$ cat src/design/cbm_pkg.sv
// Shared types and constants for the cartridge bank mapper.
package cbm_pkg;

    localparam int unsigned ADDR_W     = 15;
    localparam int unsigned DATA_W     = 8;
    localparam int unsigned ROM_BANK_W = 9;
    localparam int unsigned RAM_BANK_W = 4;
    localparam int unsigned KIND_W     = 3;
    localparam int unsigned IN_TDATA_W  = 24;
    localparam int unsigned OUT_TDATA_W = 16;

    localparam logic [3:0] ENABLE_NIBBLE = 4'hA;
    localparam logic [7:0] ENABLE_BYTE   = 8'h0A;

    // Address window selected by write address bits 14:13.
    localparam logic [1:0] WIN_ENABLE = 2'b00;
    localparam logic [1:0] WIN_ROM    = 2'b01;
    localparam logic [1:0] WIN_RAM    = 2'b10;
    localparam logic [1:0] WIN_MODE   = 2'b11;

    typedef enum logic [KIND_W-1:0] {
        KIND_NONE = 3'd0,
        KIND_MBC1 = 3'd1,
        KIND_MBC2 = 3'd2,
        KIND_MBC3 = 3'd3,
        KIND_MBC5 = 3'd4
    } t_mapper_kind;

    typedef struct packed {
        logic                  large_ram_mode;
        logic                  ram_enabled;
        logic [RAM_BANK_W-1:0] ram_bank;
        logic [ROM_BANK_W-1:0] rom_bank;
    } t_bank_state;

endpackage

$ cat src/design/cartridge_bank_mapper.sv
// Top level of the cartridge bank mapper: configuration register and stream ports.
// Each transfer on the slave side is one CPU write to the ROM area; the block answers every
// write with one transfer on the master side carrying the bank mapping after that write. A
// write is taken into an input register, then applied to the bank registers and shown in
// the result register at the same edge, held off while the master side stalls a result;
// one write per cycle is sustained while the master side keeps up. The user must change
// the controller kind through the configuration channel only while no write is in flight;
// the block does not enforce this. Bank registers keep their values across a kind change.
module cartridge_bank_mapper (
    input  logic                               i_clk,
    input  logic                               i_rst_n,
    input  logic                               i_cfg_valid,
    output logic                               o_cfg_ready,
    input  logic [cbm_pkg::KIND_W-1:0]         i_cfg_data,
    input  logic                               s_axis_tvalid,
    output logic                               s_axis_tready,
    // Fields from bit 0: write_address[14:0], write_data[22:15], zero fill[23].
    input  logic [cbm_pkg::IN_TDATA_W-1:0]     s_axis_tdata,
    output logic                               m_axis_tvalid,
    input  logic                               m_axis_tready,
    // Fields from bit 0: rom_bank[8:0], ram_bank[12:9], ram_enabled[13],
    // large_ram_mode[14], zero fill[15].
    output logic [cbm_pkg::OUT_TDATA_W-1:0]    m_axis_tdata
);
    import cbm_pkg::*;

    logic [KIND_W-1:0] r_kind;
    t_bank_state       result;

    assign o_cfg_ready = 1'b1;

    always_ff @(posedge i_clk) begin
        if (!i_rst_n) begin
            r_kind <= KIND_NONE;
        end else if (i_cfg_valid) begin
            r_kind <= i_cfg_data;
        end
    end

    cbm_core u_core (
        .i_clk    (i_clk),
        .i_rst_n  (i_rst_n),
        .i_kind   (r_kind),
        .i_valid  (s_axis_tvalid),
        .o_ready  (s_axis_tready),
        .i_addr   (s_axis_tdata[ADDR_W-1:0]),
        .i_data   (s_axis_tdata[ADDR_W+DATA_W-1:ADDR_W]),
        .o_valid  (m_axis_tvalid),
        .i_ready  (m_axis_tready),
        .o_result (result)
    );

    assign m_axis_tdata = {1'b0, result};

endmodule

$ cat src/design/cbm_core.sv
// Input register, bank state registers with their update logic, and result register.
module cbm_core (
    input  logic                        i_clk,
    input  logic                        i_rst_n,
    input  logic [cbm_pkg::KIND_W-1:0]  i_kind,
    input  logic                        i_valid,
    output logic                        o_ready,
    input  logic [cbm_pkg::ADDR_W-1:0]  i_addr,
    input  logic [cbm_pkg::DATA_W-1:0]  i_data,
    output logic                        o_valid,
    input  logic                        i_ready,
    output cbm_pkg::t_bank_state        o_result
);
    import cbm_pkg::*;

    logic                 r_in_valid;
    logic [ADDR_W-1:0]    r_addr;
    logic [DATA_W-1:0]    r_data;
    logic                 r_out_valid;
    t_bank_state          r_out;
    t_bank_state          r_state;
    t_bank_state          n_state;
    logic                 advance;
    logic [1:0]           win;

    assign advance = r_in_valid && (!r_out_valid || i_ready);
    assign o_ready = !r_in_valid || advance;
    assign o_valid = r_out_valid;
    assign o_result = r_out;
    assign win = r_addr[14:13];

    always_comb begin
        n_state = r_state;
        unique case (i_kind)
            KIND_MBC1: begin
                unique case (win)
                    WIN_ENABLE: n_state.ram_enabled = (r_data[3:0] == ENABLE_NIBBLE);
                    WIN_ROM: begin
                        n_state.rom_bank = {1'b0, 1'b0, r_state.rom_bank[6:5], r_data[4:0]};
                    end
                    WIN_RAM: begin
                        if (!r_state.large_ram_mode) begin
                            n_state.rom_bank = {2'b00, r_data[1:0], r_state.rom_bank[4:0]};
                        end else begin
                            n_state.ram_bank = {2'b00, r_data[1:0]};
                        end
                    end
                    WIN_MODE: n_state.large_ram_mode = r_data[0];
                    default: n_state = r_state;
                endcase
            end
            KIND_MBC2: begin
                if (r_addr[8]) begin
                    if (win == WIN_ENABLE) begin
                        n_state.ram_enabled = !r_state.ram_enabled;
                    end else if (win == WIN_ROM && !r_addr[12]) begin
                        n_state.rom_bank = {5'd0, r_data[3:0]};
                    end
                end
            end
            KIND_MBC3: begin
                unique case (win)
                    WIN_ENABLE: n_state.ram_enabled = (r_data[3:0] == ENABLE_NIBBLE);
                    WIN_ROM:    n_state.rom_bank = {2'b00, r_data[6:0]};
                    WIN_RAM:    n_state.ram_bank = {2'b00, r_data[1:0]};
                    default:    n_state = r_state;
                endcase
            end
            KIND_MBC5: begin
                unique case (win)
                    WIN_ENABLE: n_state.ram_enabled = (r_data == ENABLE_BYTE);
                    WIN_ROM: begin
                        if (!r_addr[12]) begin
                            n_state.rom_bank = {r_state.rom_bank[8], r_data};
                        end else begin
                            n_state.rom_bank = {r_data[0], r_state.rom_bank[7:0]};
                        end
                    end
                    WIN_RAM:    n_state.ram_bank = r_data[3:0];
                    default:    n_state = r_state;
                endcase
            end
            default: n_state = r_state;
        endcase
    end

    always_ff @(posedge i_clk) begin
        if (!i_rst_n) begin
            r_in_valid  <= 1'b0;
            r_out_valid <= 1'b0;
            r_state     <= '0;
        end else begin
            if (o_ready) begin
                r_in_valid <= i_valid;
            end
            if (advance) begin
                r_out_valid <= 1'b1;
                r_state     <= n_state;
            end else if (i_ready) begin
                r_out_valid <= 1'b0;
            end
        end
    end

    always_ff @(posedge i_clk) begin
        if (o_ready && i_valid) begin
            r_addr <= i_addr;
            r_data <= i_data;
        end
        if (advance) begin
            r_out <= n_state;
        end
    end

endmodule
$ cat config.mk
export PLATFORM = sky130hd
export DESIGN_NAME = cartridge_bank_mapper
export DESIGN_NICKNAME = d
export VERILOG_FILES = /design/src/design/cbm_pkg.sv /design/src/design/cartridge_bank_mapper.sv /design/src/design/cbm_core.sv
export SDC_FILE = /design/constraint.sdc
export NUM_CORES = 1
export LEC_CHECK = 0
export BUFFER_PORTS_ARGS = -buffer_cell sky130_fd_sc_hd__buf_2
export CAP_MARGIN = 0
export CORE_ASPECT_RATIO = 1.5
export CORE_MARGIN = 2
export CORE_UTILIZATION = 57
export CTS_BUF_LIST = sky130_fd_sc_hd__clkbuf_4
export CTS_CLUSTER_DIAMETER = 60
export DETAILED_ROUTE_END_ITERATION = 8
export PLACE_DENSITY = 0.82
export SKIP_LAST_GASP = 1
export SYNTH_ARGS = -nofsm -noshare
export SYNTH_HDL_FRONTEND = slang
export SYNTH_SLANG_ARGS = --single-unit
export TNS_END_PERCENT = 100
$ cat constraint.sdc
create_clock -name i_clk -period 3 [get_ports i_clk]
set_clock_uncertainty 0.2 [all_clocks]
set_input_delay 0.15 -clock i_clk [delete_from_list [all_inputs] [get_ports i_clk]]
set_output_delay 0.15 -clock i_clk [all_outputs]
set_load 0.005 [all_outputs]
==> impl_metrics.toml, run 1 <==
[global_routing]
grt_pass1_wl_microns = 10300
grt_use_total_pct = 27.0
grt_antenna_before_repair = 0
grt_start_max_net_pins = 21
grt_pass1_vias = 2235
grt_remaining_overflow = 0

[floorplanning]
row_count = 29
io_pins = 51
start_util_pct = 60.0
die_w_microns = 58.8
dieArea_sq_um = 5070
core_sq_um = 4280
die_h_microns = 86.2

[setup_path]
crit_start = "u_core.r_addr[14]$_DFFE_PP_"
crit_required_ps = 2940
crit_path_end_kind = "flop"
ff2ff_path_depth = 8
cp.arrival_ps = 2500
crit_path_start_kind = "flop"
r2r-end = "u_core.o_result[2]$_DFFE_PP_"
timing.rr.start = "u_core.r_addr[14]$_DFFE_PP_"
critPathMaxFanout = 11
rrSetupSlack_ps = 430
path_class = "reg2reg"

[sta]
period_needed_ps = 2570
worstMarginPinSlew_ps = 699
tns_ps = 0
fin_crit_sh_pct = 85.6
fin_hold_ws_ps = 269
finalHoldViolations = 0
rsz0062_at_grt = "false"
slew_viol_final = 0
relSlewSlack_pct = 53.4
max_clock_freq_mhz = 390
finalSetupViolations = 0

[drt]
dr_total_vias = 2207
vias_per_cell = 6.20
routedWlPerCell_microns = 17.3
post-route-drc-count = 1
wl_microns = 6160
ant_nets = 0
first_iter_violations = 75
drtPass1Iterations = 7

[logic_synthesis]
async_flop_share_pct = 0
yosys.area_share.simple_pct = 16.0
syn_inst = 256
yosys.area_share.adder_pct = 2.92
syn-num-nets = 294
synth_area_leader_cell = "edfxtp_1"
synthXorXnorAreaFrac_pct = 0.341
avgSynthCellArea_sq_um = 10.0
ys_types = 55
synth_edf_count = 27
synth_mux_area_share_pct = 9.74
yosysTopAreaCellShare_pct = 31.5
synth_compound_area_share_pct = 18.6
synth_ff_type = "edfxtp_1"
syn_area_sq_um = 2570
synth_commonest_cells = "27 x a21oi_1, 27 x edfxtp_1, 26 x nor2_1"
yosysWarnings = 0
ys_top_cells_by_area = "edfxtp_1 32%, dfxtp_1 16%, a21oi_1 5.3%, mux2i_1 3.9%, nor2_1 3.8%"
synth_top_family_by_area = "compound AO/OA/AOI/OAI gates"
synth-seq-area-share_pct = 47.1
ys_ff_latch = 47

[clock_network]
clk_latency_ps = 370
postCtsSetupBuffers = 0
cts_sinks = 47
cts_root_buffer = "clkbuf_4"
cts_resized = 0
cts_made_buffers = 5
htree_levels = 2
cts_hold_buffers = 22
clkTransAtPathRegs_ps = 140
cts_tree = "built"
clk_path_buf_depth = 2

[pwr]
peakVddDrop_uv = 387
power.density_nw_per_um2 = 450
p_leak_nw = 1.23

[final_layout]
finalNonFillerCells = 356
diodes = 0
drive_gt1_share_pct = 21.9
area_delta_synth_final_pct = 18.6
layout.nets = 347

[run]
drv_cap = 0

[place]
gp_congestion = 0.896
port_buffers = 36
dp.cells = 326
hpwlAfterDp_microns = 4040

[min_path]
hold-path-endpoint = "u_core.r_state[12]$_SDFFE_PN0P_"
worstHoldStart = "u_core.r_state[12]$_SDFFE_PN0P_"
min_path_cells = 2
hold_class = "reg2reg"

[outcome]
violations = "DRC"
status = "finished, violations left"
per-layer routing:
metal | global-route usage (%) | up-vias | wire [microns]
met5 | 0 | - | 0
met4 | 16.1 | 0 | 263
met3 | 4.93 | 21 | 315
met2 | 46.7 | 95 | 3280
met1 | 30.1 | 1048 | 2310
li1 | - | 1043 | -
logic make-up (layout without fill, tap and decap cells):
group | Yosys count | in the layout
simple gates | 79 | 79
flops | 47 | 47
fa+ha+maj | 6 | 6
xor+xnor | 1 | 1
compound gates | 74 | 74
buf+inv | 25 | 79
other cells | 2 | 2
mux | 22 | 22
worst max-delay path by stage:
| stage | slack [ps] | endpoint |
|---|---|---|
| floorplan | 730 | u_core.o_result[0]$_DFFE_PP_ |
| global placement | 560 | u_core.o_result[0]$_DFFE_PP_ |
| detailed placement | 470 | u_core.o_result[2]$_DFFE_PP_ |
| CTS | 470 | u_core.o_result[2]$_DFFE_PP_ |
| global route | 220 | u_core.o_result[2]$_DFFE_PP_ |
| finish | 430 | u_core.o_result[2]$_DFFE_PP_ |
per-stage QoR:
step                total power [mW]  instance area [sq um]  util (%)  worst slack (ps)
floorplan                      0.899                   2570         -               728
global placement               0.955                   2750      64.1               558
detailed placement             0.964                   2750      64.1               474
CTS                             1.37                   3050      71.2               469
global route                    1.43                   3050      71.2               222
finish                          1.37                   3050      71.2               433
registers in the layout, indices dropped and copies added, names as in the netlist:
register	cells
r_kind	3
u_core.o_valid	1
u_core.r_addr	4
u_core.o_result	15
u_core.r_in_valid	1
u_core.r_data	8
u_core.r_state	15
layout make-up:
| class | count | area, sq um |
|---|---|---|
| Fill cell | 308 | 1230 |
| Multi-Input combinational cell | 184 | 1230 |
| Sequential cell | 47 | 1210 |
| Timing Repair Buffer | 63 | 438 |
| Tap cell | 46 | 57.6 |
| Clock buffer | 6 | 45.0 |
| Clock inverter | 2 | 37.5 |
| Inverter | 8 | 30.0 |
cells in the final DEF, fill, tap and decap left out, drive strengths merged, types with 3 or more instances in the layout:
cell type and count:
nand2b 4, dlygate4sd3 22, o22ai 3, edfxtp 27, mux2 12, a221oi 4, o21ai 12, nand2 17
and3 4, nor2b 3, mux2i 10, nand3 8, and2 4, nor2 26, o211ai 5, a21oi 27
dfxtp 20, inv 8, a31oi 5, buf 41, clkbuf 6, ha 6
critical path, cell delays in order, from the launching register on:
cell,delay (ps)
edfxtp_1,470
inv_1,130
ha_1,460
buf_4,250
mux2_2,330
a21oi_1,150
a221oi_1,80
a21oi_1,200
nor2_1,70
where the power goes:
group          switching (mW)  total (mW)  internal, mW
clock                   0.208       0.393         0.185
combinational           0.114       0.221         0.107
sequential             0.0367       0.758         0.721
total                   0.358        1.37          1.01
(Power assumes the default switching activity.)
==> run 2: changes to the inputs <==
CORE_MARGIN = 1.5   (was 2)
==> impl_metrics.toml, run 2 (synthesis results as in run 1) <==
[setup_path]
critPathMaxFanout = 11
slowest_delay_ps = 490
cpMaxStageDelayCell = "edfxtp_1"
ff2ff_path_depth = 7
crit_required_ps = 2940
worstSetupPathDepth = 7
rrSetupSlack_ps = 420
crit_family = "simple AND/OR/NAND/NOR gates"
crit_path_end_kind = "flop"
crit_path_cell_trace = "inv_1 > ha_1 > and2b_1 > and3b_4 > mux2_4 > a21oi_1 > nor2_1"
path_class = "reg2reg"
crit_path_start_kind = "flop"
cp.arrival_ps = 2520
path_buf_inv = 1
r2r-end = "u_core.o_result[3]$_DFFE_PP_"
timing.rr.start = "u_core.r_addr[14]$_DFFE_PP_"

[sta]
finalHoldViolations = 0
fin_crit_sh_pct = 86.0
fin_ws_ps = 419
max_clock_freq_mhz = 387
fin_hold_ws_ps = 274
slew_viol_final = 0
finalSetupViolations = 0
tns_ps = 0
period_needed_ps = 2580
rsz0062_at_grt = "false"
worstMarginPinSlew_ps = 762
relSlewSlack_pct = 49.1

[place]
port_buffers = 36
hpwlAfterDp_microns = 4100
gp_congestion = 0.897
placed_area_sq_um = 2750
pre_cts_slack_ps = 495

[outcome]
status = "finished, violations left"
violations = "DRC"

[drt]
dr_total_vias = 2196
vias_per_cell = 6.17
ant_nets = 0
drtPass1Iterations = 6
post-route-drc-count = 2
first_iter_violations = 98
wl_microns = 6230
routedWlPerCell_microns = 17.5

[global_routing]
grt_pass1_vias = 2206
grt_pass1_wl_microns = 10100
grt_remaining_overflow = 0
grt_start_max_net_pins = 22
grt_use_total_pct = 26.8
grt_antenna_before_repair = 0

[clock_network]
cts_sinks = 47
htree_levels = 2
cts_resized = 0
cts_made_buffers = 5
cts_tree = "built"
clkTransAtPathRegs_ps = 140
cts_root_buffer = "clkbuf_4"
clk_latency_ps = 380
clk_path_buf_depth = 2

[final_layout]
finalInstanceArea_sq_um = 3020
fin_util_pct = 70.6
drive_gt1_share_pct = 21.6
layout_common_cells = "36 x buf_2, 27 x a21oi_1, 27 x edfxtp_1, 26 x nor2_1, 22 x dlygate4sd3_1"
layout.nets = 347
diodes = 0
area_delta_synth_final_pct = 17.7
fillCellCount = 322
layout_commonest_cell = "buf_2"

[pwr]
power.density_nw_per_um2 = 424
peakVddDrop_uv = 326
p_leak_nw = 1.22

[min_path]
worstHoldStart = "u_core.r_state[11]$_SDFFE_PN0P_"
hold-path-endpoint = "u_core.r_state[11]$_SDFFE_PN0P_"
hold_class = "reg2reg"
min_path_cells = 2

[floorplanning]
row_count = 29
dieArea_sq_um = 4930
io_pins = 51
die_w_microns = 57.8
die_h_microns = 85.2
core_sq_um = 4280
start_util_pct = 60.0

[run]
drv_cap = 0
## run 2: area by class of cell
class | instances | area [sq um] | area share (%)
clock buffer | 5 | 37.5 | 1.24
clock inverter | 3 | 20.0 | 0.662
inverter | 8 | 30.0 | 0.993
multi-input combinational | 184 | 1230 | 40.7
sequential | 47 | 1210 | 40.0
tap | 46 | 57.6 | 1.90
timing repair buffer | 63 | 438 | 14.5
## run 2: worst max-delay path by stage
stage                                startpoint                            to
global placement    u_core.r_addr[14]$_DFFE_PP_  u_core.o_result[0]$_DFFE_PP_
global route        u_core.r_addr[14]$_DFFE_PP_  u_core.o_result[0]$_DFFE_PP_
finish              u_core.r_addr[14]$_DFFE_PP_  u_core.o_result[3]$_DFFE_PP_
floorplan           u_core.r_addr[14]$_DFFE_PP_  u_core.o_result[0]$_DFFE_PP_
detailed placement  u_core.r_addr[14]$_DFFE_PP_  u_core.o_result[1]$_DFFE_PP_
CTS                 u_core.r_addr[14]$_DFFE_PP_  u_core.o_result[1]$_DFFE_PP_
## run 2: report_power, final
part / internal, mW / leakage, nW / switching, mW
registers: 0.721 / 0.423 / 0.0379
clock network: 0.0902 / 0.0288 / 0.212
logic: 0.107 / 0.764 / 0.114
## run 2: per-stage QoR
stage	cells	power, mW
2_1_floorplan	256	0.899
3_3_place_gp	326	0.954
3_5_place_dp	326	0.963
4_1_cts	356	1.27
5_1_grt	356	1.33
6_report	356	1.28
## run 2: repair_timing
action | 4_1_cts | 5_1_grt
endpoints found under the hold margin | 25 | 0
buffers inserted | 0 | 0
hold buffers | 22 | 0
## run 2: per-layer routing
layer / global-route usage (%) / part of all wire, %
met5: 0 / 0
met4: 15.9 / 4.1
met2: 47.6 / 54
met1: 28.4 / 36
met3: 5.03 / 5.7
## run 2: worst min-delay path, cell delays in order (launching register included)
cell and delay (ps):
dfxtp_1 340, nand2_1 60, a21oi_1 50
